**config.mk**
```make
export PLATFORM = sky130hd
export DESIGN_NAME = tfc_round
export DESIGN_NICKNAME = d
export VERILOG_FILES = /design/src/sv/tfc_pkg.sv /design/src/sv/tfc_ram.sv /design/src/sv/tfc_round.sv
export SDC_FILE = /design/constraint.sdc
export NUM_CORES = 2
export LEC_CHECK = 0
export ABC_AREA = 1
export BUFFER_PORTS_ARGS = -buffer_cell sky130_fd_sc_hd__buf_2
export CAP_MARGIN = 20
export CORE_MARGIN = 1.5
export CORE_UTILIZATION = 36
export DETAILED_ROUTE_END_ITERATION = 12
export GPL_ROUTABILITY_DRIVEN = 0
export PLACE_DENSITY = 0.63
export RECOVER_POWER = 25
export SYNTH_ARGS = -nofsm -noshare
export SYNTH_HDL_FRONTEND = slang
export SYNTH_HIERARCHICAL = 1
export SYNTH_SLANG_ARGS = --single-unit
export TNS_END_PERCENT = 30
```
**constraint.sdc**
```tcl
create_clock -name clk -period 1.75 [get_ports clk]
set_input_delay 0.175 -clock clk [delete_from_list [all_inputs] [get_ports clk]]
set_output_delay 0.175 -clock clk [all_outputs]
set_load 0.01 [all_outputs]
```
**src/sv/tfc_pkg.sv**
```systemverilog
package tfc_pkg;

    localparam int DEF_BRANCH_BITS = 6;
    localparam int DEF_ROUND_COUNT = 7;
    localparam int DEF_TABLE_COUNT = 14;

    // width of the table select field
    localparam int SEL_BITS = 4;

    // transaction kinds carried on tuser
    localparam logic [1:0] KIND_ENC   = 2'd0;
    localparam logic [1:0] KIND_DEC   = 2'd1;
    localparam logic [1:0] KIND_WRITE = 2'd2;

    typedef struct packed {
        logic is_write;
        logic is_dec;
    } item_ctl_t;

endpackage

```
**src/sv/tfc_ram.sv**
```systemverilog
module tfc_ram #(
    parameter int WIDTH = 6,
    parameter int DEPTH = 128,
    localparam int ADDR_BITS = $clog2(DEPTH)
) (
    input  logic                 clk,
    input  logic                 we,
    input  logic [ADDR_BITS-1:0] waddr,
    input  logic [WIDTH-1:0]     wdata,
    input  logic                 re,
    input  logic [ADDR_BITS-1:0] raddr,
    output logic [WIDTH-1:0]     rdata
);

    logic [WIDTH-1:0] mem [DEPTH];
    logic [WIDTH-1:0] rdata_reg;

    always_ff @(posedge clk)
    begin
        if (we)
        begin
            mem[waddr] <= wdata;
        end
        if (re)
        begin
            rdata_reg <= mem[raddr];
        end
    end

    assign rdata = rdata_reg;

endmodule

```
**src/sv/tfc_round.sv**
```systemverilog
module tfc_round #(
    parameter int BRANCH_BITS = 6,
    parameter int ROUND_COUNT = 7,
    parameter int TABLE_COUNT = 14,
    parameter int STAGE       = 0
) (
    input  logic                         clk,
    input  logic                         rst_n,
    // upstream side
    input  logic                         src_valid,
    output logic                         ready,
    input  tfc_pkg::item_ctl_t           src_ctl,
    input  logic [BRANCH_BITS-1:0]       src_a,
    input  logic [BRANCH_BITS-1:0]       src_b,
    input  logic [BRANCH_BITS-1:0]       src_c,
    input  logic [BRANCH_BITS-1:0]       src_d,
    input  logic [tfc_pkg::SEL_BITS-1:0] src_sel,
    input  logic [BRANCH_BITS-1:0]       src_idx,
    input  logic [BRANCH_BITS-1:0]       src_val,
    // downstream side
    output logic                         dst_valid,
    input  logic                         dst_ready,
    output tfc_pkg::item_ctl_t           dst_ctl,
    output logic [BRANCH_BITS-1:0]       dst_a,
    output logic [BRANCH_BITS-1:0]       dst_b,
    output logic [BRANCH_BITS-1:0]       dst_c,
    output logic [BRANCH_BITS-1:0]       dst_d,
    output logic [tfc_pkg::SEL_BITS-1:0] dst_sel,
    output logic [BRANCH_BITS-1:0]       dst_idx,
    output logic [BRANCH_BITS-1:0]       dst_val
);

    import tfc_pkg::*;

    localparam int ENC_ROUND = STAGE + 1;
    localparam int DEC_ROUND = ROUND_COUNT - STAGE;
    localparam int TAB_E0    = (2 * ENC_ROUND - 2) % TABLE_COUNT;
    localparam int TAB_E1    = (2 * ENC_ROUND - 1) % TABLE_COUNT;
    localparam int TAB_D0    = (2 * DEC_ROUND - 2) % TABLE_COUNT;
    localparam int TAB_D1    = (2 * DEC_ROUND - 1) % TABLE_COUNT;
    localparam bit SHARED0   = (TAB_E0 == TAB_D0);
    localparam bit SHARED1   = (TAB_E1 == TAB_D1);
    localparam bit LAST      = (STAGE == ROUND_COUNT - 1);
    localparam int RAM_DEPTH = 2 << BRANCH_BITS;

    logic                   load;
    int                     sel_num;
    logic                   we0;
    logic                   we1;
    logic                   re;
    logic                   wdir0;
    logic                   wdir1;
    logic                   rdir0;
    logic                   rdir1;
    logic [BRANCH_BITS-1:0] rd0;
    logic [BRANCH_BITS-1:0] rd1;
    logic [BRANCH_BITS-1:0] nb;
    logic [BRANCH_BITS-1:0] nd;

    logic                   v_reg;
    item_ctl_t              ctl_reg;
    logic [BRANCH_BITS-1:0] a_reg;
    logic [BRANCH_BITS-1:0] b_reg;
    logic [BRANCH_BITS-1:0] c_reg;
    logic [BRANCH_BITS-1:0] d_reg;
    logic [SEL_BITS-1:0]    sel_reg;
    logic [BRANCH_BITS-1:0] idx_reg;
    logic [BRANCH_BITS-1:0] val_reg;

    assign ready = !v_reg || dst_ready;
    assign load  = src_valid && ready;

    // table writes land as the write transaction enters, so order is kept
    always_comb
    begin
        sel_num = int'(src_sel);
        re      = load && !src_ctl.is_write;
        we0     = load && src_ctl.is_write && (sel_num == TAB_E0 || sel_num == TAB_D0);
        we1     = load && src_ctl.is_write && (sel_num == TAB_E1 || sel_num == TAB_D1);
        wdir0   = (sel_num != TAB_E0);
        wdir1   = (sel_num != TAB_E1);
        rdir0   = SHARED0 ? 1'b0 : src_ctl.is_dec;
        rdir1   = SHARED1 ? 1'b0 : src_ctl.is_dec;
    end

    tfc_ram #(
        .WIDTH (BRANCH_BITS),
        .DEPTH (RAM_DEPTH)
    ) u_ram0 (
        .clk   (clk),
        .we    (we0),
        .waddr ({wdir0, src_idx}),
        .wdata (src_val),
        .re    (re),
        .raddr ({rdir0, src_a}),
        .rdata (rd0)
    );

    tfc_ram #(
        .WIDTH (BRANCH_BITS),
        .DEPTH (RAM_DEPTH)
    ) u_ram1 (
        .clk   (clk),
        .we    (we1),
        .waddr ({wdir1, src_idx}),
        .wdata (src_val),
        .re    (re),
        .raddr ({rdir1, src_c}),
        .rdata (rd1)
    );

    always_ff @(posedge clk or negedge rst_n)
    begin
        if (!rst_n)
        begin
            v_reg <= 1'b0;
        end
        else if (ready)
        begin
            v_reg <= src_valid;
        end
    end

    always_ff @(posedge clk)
    begin
        if (load)
        begin
            ctl_reg <= src_ctl;
            a_reg   <= src_a;
            b_reg   <= src_b;
            c_reg   <= src_c;
            d_reg   <= src_d;
            sel_reg <= src_sel;
            idx_reg <= src_idx;
            val_reg <= src_val;
        end
    end

    assign nb = b_reg ^ rd0;
    assign nd = d_reg ^ rd1;

    always_comb
    begin
        if (LAST)
        begin
            dst_a = a_reg;
            dst_b = nb;
            dst_c = c_reg;
            dst_d = nd;
        end
        else if (!ctl_reg.is_dec)
        begin
            dst_a = nb;
            dst_b = c_reg;
            dst_c = nd;
            dst_d = a_reg;
        end
        else
        begin
            dst_a = nd;
            dst_b = a_reg;
            dst_c = nb;
            dst_d = c_reg;
        end
    end

    assign dst_valid = v_reg;
    assign dst_ctl   = ctl_reg;
    assign dst_sel   = sel_reg;
    assign dst_idx   = idx_reg;
    assign dst_val   = val_reg;

    a_hold_on_stall: assert property (@(posedge clk) disable iff (!rst_n)
        v_reg && !dst_ready |=> v_reg && $stable(a_reg) && $stable(b_reg)
            && $stable(c_reg) && $stable(d_reg) && $stable(ctl_reg))
        else $error("stage contents changed while stalled");

    a_no_read_on_write: assert property (@(posedge clk) disable iff (!rst_n)
        !(re && (we0 || we1)))
        else $error("table read and write in the same transaction");

    a_write_enters: assert property (@(posedge clk) disable iff (!rst_n)
        load && src_ctl.is_write |=> v_reg && ctl_reg.is_write)
        else $error("write transaction lost on entry");

endmodule
```
# --- After elaboration in Yosys (flattened, before gate mapping) ---
# Memory sizes are Yosys's and may differ from the RTL's. A register that Yosys moved wholly into a read port is not among the register bits.
# Index checks and enable logic that the tools add are counted.
word_totals:
  mem_count: 2
  reg_bits: 43
  ramBits: 1536
  elab_cells: 38
  in_bits: 46
  output_inout_bits: 44
op_classes:
  bitwise_logic: 2
  n_reduce_logical: 12
  n_eq_ne: 4
  n_mux: 8
memory_table:
  columns: ["memory", "depth", "word_bits", "read_ports", "rd_ports_with_merged_regs", "wr", "line_no", "rtl"]
  rows:
  - ["u_ram0.mem", 128, 6, 1, 1, 1, "tfc_ram.sv:15", "logic [WIDTH-1:0] mem [DEPTH];"]
  - ["u_ram1.mem", 128, 6, 1, 1, 1, "tfc_ram.sv:15", null]
ops:
  columns: ["cell", "count"]
  rows:
  - ["two-way mux 6 bit", 4]
  - ["bitwise XOR 6 bit", 2]
  - ["== test 4 x 3 -> 1 bit (second input constant)", 2]
  - ["logical AND 1 bit", 5]
  - ["== test 4 x 2 -> 1 bit (second input constant)", 1]
  - ["logical NOT 4 bit", 1]
  - ["two-way mux 1 bit", 4]
  - ["inequality test 4 x 2 -> 1 bit (second input constant)", 1]
  - ["nonzero test 4 bit", 1]
  - ["logical OR 1 bit", 3]
  - ["logical NOT 1 bit", 2]

# --- Logic depth before layout (Yosys ltp) ---
logic_depth:
  depth_word: 7
  ltp_mapped: 14
  ltp_nobuf: 11

# --- Modules after synthesis ---
# Netlist, hierarchy kept.
by_module_without_submodules:
  columns: ["module", "n_inst", "area_each_um2", "seq_area_each_um2", "cells_each"]
  rows:
  - ["tfc_ram", 2, 31909.4, 23242.3, 2730]
  - ["tfc_round", 1, 1798.0, 1286.2, 157]

# --- Least setup slack after synthesis ---
# No wires, ideal clock.
synth_timing:
  path_type: "register -> register"
  start: "register v_reg, in the netlist dst_valid"
  end: "memory u_ram0.mem[105][0], enable pin"
  setup_time_ps: 350
  slack_ps: -349
  path_stages_with_launch: 8
  path_buffers: 2
  period_less_slack_ps: 2099
  t_required_ps: 1400
  arrival_time_ps: 1749
  path_cell_list: "dfrtp_1 > nand2_1 > nand3_1 > a21oi_1 > clkbuf_1 > nand2_1 > clkbuf_1 > nor2_1"
synth_via:
  elab_chain_cells: 7
synth_rtl:
  columns: ["item", "line_no", "rtl"]
  rows:
  - ["from (decl)", "tfc_round.sv:60", "logic v_reg;"]
  - ["from (signal assigned)", "tfc_round.sv:120", "v_reg <= src_valid;"]
  - ["logical NOT 1 bit", "tfc_round.sv:70", "assign ready = !v_reg || dst_ready;"]
  - ["logical OR 1 bit", "tfc_round.sv:70", null]
  - ["named net ready", "tfc_round.sv:11", "output logic ready,"]
  - ["logical AND 1 bit", "tfc_round.sv:71", "assign load = src_valid && ready;"]
  - ["logical AND 1 bit (2 in a row)", "tfc_round.sv:78", "we0 = load && src_ctl.is_write && (sel_num == TAB_E0 || sel_num == TAB_D0);"]
  - ["named net we0", "tfc_round.sv:48", "logic we0;"]
  - ["two-way mux 1 bit", "tfc_ram.sv:20", "if (we)"]
  - ["two-way mux 1 bit (implied by the code)", "tfc_ram.sv:22", "mem[waddr] <= wdata;"]
  - ["to (decl)", "tfc_ram.sv:15", null]
# The timed path passes the listed nets, and every way through them passes these cells.

# --- Final worst setup path ---
layout_timing:
  start: "register u_ram1.rdata_reg[3], in the netlist u_ram1/rdata[3] (read register of u_ram1.mem)"
  end: "output port dst_c[3]"
layout_via:
  elab_chain_cells: 2
layout_rtl:
  columns: ["item", "line_no", "rtl"]
  rows:
  - ["from (decl)", "tfc_ram.sv:16", "logic [WIDTH-1:0] rdata_reg;"]
  - ["bitwise XOR 6 bit", "tfc_round.sv:140", "assign nd = d_reg ^ rd1;"]
  - ["two-way mux 6 bit", "tfc_round.sv:151", "else if (!ctl_reg.is_dec)"]
  - ["to (decl)", "tfc_round.sv:26", "output logic [BRANCH_BITS-1:0] dst_c,"]
# No other way between the ends.

==> flow_summary.toml <==
[logic_synthesis]
synth_mux_area_frac = 0
synth.yosys.seq_area_share = 0.728
yosysUniqueCellTypes = 19
basic_gate_share_of_the_synthesized_area_counting_and_or_nand_and_nor_cells = 0.234
edff_count_synth = 1590
syn-mean-instance-area_um2 = 11.7
synth.top_cells.by_area = "edfxtp_1 (73%), nand3_1 (11%), nand2_1 (11%)"
ys_seq_elements = 1591
netlist.area_leader.share = 0.728
postSynthCellCount = 5617
syn_area_mm2 = 0.0656
synth_commonest_cells = "nand2_1 (1877), edfxtp_1 (1590), nand3_1 (1423)"
largest_family_of_logic_cells_by_synthesized_area = "simple AND/OR/NAND/NOR gates"
synth.yosys.warnings = 6
synthFlopType = "edfxtp_1"
post_synth_xor_area_fraction = 0
ys_async_sr_fraction = 0.000629
synth_fa_ha_area_frac = 0
library_cell_occupying_the_most_area_in_the_post_synthesis_netlist = "edfxtp_1"
synth_compound_area_frac = 0.00107
yosys.cell_count.top_type = "nand2_1"
synth_fp_nets = 5663

[sta]
timing.final.setup_violations = 1574
final.hold.worst_slack_ns = 0.0895
worst-slew-pin-transition_ns = 1.55
postLayoutSetupSlackWorst_ns = -0.373
finalHoldViolCount = 0
finalCritPeriodShare = 1.21
final_max_slew_viol_count = 43
rsz0062_at_grt = "yes"
clock-skew-final_ns = 0.0309
setup_tns_ns = -342.68
timing.final.crit_period_ns = 2.12
max_freq_mhz = 471
timing.slew.headroom = -0.0324

[grt]
initial_antenna_violation_count = 1
grt_overflow = 0
globalRouteTotalUtil = 0.196
grt_pass1_vias = 44000
largest_net_degree_at_the_start_of_global_routing = 93
global_route_wire_length_before_repair_mm = 276

[finish]
fin_cells = 8662
area_of_the_multi_input_gates_mm2 = 0.0176
post_route_core_utilization = 0.452
layout-area-overhead-vs-synth_pct = 24.7
antenna-diode-count = 0
fin_nets = 6211
seq_area_mm2 = 0.0478
final_layout_size_suffix_gt1_frac = 0.189
layout.filler_cells = 16000
largest_registers = "u_ram0/mem x768, u_ram1/mem x768"

[clocking]
htree_num_levels = 4
cts_tree = "yes"
cts_inserted_buffers = 159
clock-root-buffer = "clkbuf_16"
clk_pin_slew_ns = 0.06
tritoncts_num_sinks = 1591
ctsLongestPathBuffers = 3
worstSkewPairLatency_ns = 0.81

[hold_path]
whs_endpoint = "b_reg[2]"
min-delay-path-class = "in -> reg"
hold_depth = 2
worst_hold_startpoint = "src_b[2]"

[drt]
top_layer = "met5"
pre_antenna_drt_iters = 6
route.met3.wl_mm = 12.9
remaining_drc_errors = 0
drt_iter0_markers = 5082
dr_wl_met2_mm = 93.0
postRouteAntennaNets = 0
wirelength_mm = 188
route.detailed.vias_per_inst = 5.28
met1Wirelength_mm = 74.7
routed-via-count = 45700
wire_per_inst_um = 21.7

[pwr]
sequential_share_of_power = 0.522
power-per-cell-area_mw_per_mm2 = 984
total_power_mw = 80.5
net-switching-power_mw = 18.5
worst_ir_drop_vdd_mv = 0.877
comb_power_share = 0.074
p_clk_frac = 0.403
cell_internal_pwr_mw = 62.0
power.leakage_nw = 29.1
power.share.switching = 0.230

[placement]
post-place-cells = 8291
half_perimeter_wire_length_of_the_detailed_placement_result_mm = 115
i_o_buffers = 89

[setup_path]
cp.arrival_ns = 1.95
data_required_time_at_the_worst_endpoint_ns = 1.57
setup.worst_path.start_class = "register"
path_max_fanout = 2
timing.rr.end = "u_ram0/mem[100][1]"
timing.reg2reg.setup_slack_ns = -0.37
rr_startpoint = "dst_valid"
nature_of_the_critical_path_endpoint = "output pin"
reg2regPathDepth = 10
worst-setup-path-type = "reg -> out"

[die]
die_area_mm2 = 0.185
placementRows = 156
die_width_um = 430
die_h_um = 430
i_o_pins = 90
placeableCoreArea_mm2 = 0.181
initial_utilization = 0.363

[run_status]
result_of_the_run = "complete, but fails checks"
violated_checks = "capacitance limit, slew limit, setup timing"

[flow_run]
max-cap-violations = 1
layout make-up:
type / instances / share of cell area
Inverter: 59 / 0.00332
Clock buffer: 204 / 0.0519
Clock inverter: 84 / 0.00777
Timing Repair Buffer: 738 / 0.101
Sequential cell: 1591 / 0.584
Multi-Input combinational cell: 3615 / 0.216
Timing Repair inverter: 1 / 0.000138
Tap cell: 2370 / 0.0362
cell usage in the layout, fill, tap and decap left out, types with 5 or more instances in the layout:
| cell | synthesis | final |
|---|---|---|
| clkbuf_1 | 50 | 65 |
| or2_4 | 0 | 12 |
| nand3_4 | 0 | 7 |
| nor2_1 | 273 | 48 |
| clkinv_2 | 0 | 20 |
| inv_6 | 2 | 10 |
| nand3_2 | 0 | 16 |
| clkinv_1 | 0 | 42 |
| nand2_1 | 1877 | 1845 |
| bufinv_16 | 0 | 6 |
| inv_1 | 54 | 50 |
| nor3_1 | 16 | 16 |
| nand2_8 | 0 | 15 |
| nand3_1 | 1423 | 1400 |
| buf_2 | 190 | 49 |
| clkbuf_16 | 0 | 171 |
| nand2_4 | 0 | 5 |
| buf_6 | 68 | 191 |
| buf_12 | 0 | 131 |
| edfxtp_1 | 1590 | 1590 |
| o21ai_2 | 0 | 6 |
| nand2_2 | 0 | 12 |
| dlygate4sd3_1 | 0 | 44 |
| clkinv_8 | 0 | 6 |
| clkbuf_4 | 0 | 6 |
| nor2_2 | 0 | 12 |
| buf_4 | 16 | 258 |
| nor2_4 | 0 | 213 |
| buf_16 | 0 | 17 |
| clkbuf_2 | 0 | 5 |
worst max-delay path: stages (launching register included):
cell and delay (ns):
edfxtp_1 0.53, or2_4 0.32, nand3_2 0.08, nand2_2 0.08, buf_6 0.12
worst max path at each step:
stage | startpoint | to | slack [ns] | cells after the start
final | u_ram1/rdata[3] | dst_c[3] | -0.37 | 4
after floorplan | dst_valid | u_ram1/mem[113][0] | -0.17 | 7
after CTS | dst_ctl[0] | dst_d[0] | -0.44 | 5
after global routing | dst_ctl[0] | dst_c[1] | -0.44 | 6
after detailed placement | src_a[0] | u_ram0/rdata[5] | -0.52 | 14
after global placement | src_a[0] | u_ram0/rdata[5] | -0.58 | 14
layer usage:
| metal | GRT usage | vias to the layer above |
|---|---|---|
| met5 | 0 | - |
| met4 | 0.0719 | 2 |
| met3 | 0.0306 | 347 |
| met2 | 0.330 | 1876 |
| met1 | 0.256 | 22600 |
| li1 | - | 20900 |
stage by stage:
step | setup WS (ns) | cell area [um^2]
after floorplan | -0.169 | 66300
after global placement | -0.579 | 73400
after detailed placement | -0.522 | 73400
after CTS | -0.441 | 80600
after global routing | -0.443 | 81800
final | -0.373 | 81800
logic make-up (layout without fill, tap and decap cells):
family | Yosys count | after routing
AND/OR/NAND/NOR | 3601 | 3601
buffers and inverters | 411 | 1086
flip-flops | 1591 | 1591
AO/OA/AOI/OAI | 14 | 14
power by group through the flow:
stage          clock, mW  sequential, mW  combinational [mW]
4_1_cts             32.9            42.1                5.80
6_report            32.5            42.1                5.98
5_1_grt             34.5            42.1                6.41
3_3_place_gp           0            42.9                5.53
2_1_floorplan          0            42.9                2.83
3_5_place_dp           0            42.9                5.58
timing repair:
item | CTS | global route
setup buffers | 11 | 9
pin swaps | 21 | 52
hold buffers | 44 | 0
gates resized for setup | 380 | 298
endpoints found under the setup margin | 1467 | 1569
gates cloned | 12 | 10
hold endpoints to repair | 863 | 0
No activity file was read; power rests on OpenSTA's default activity.
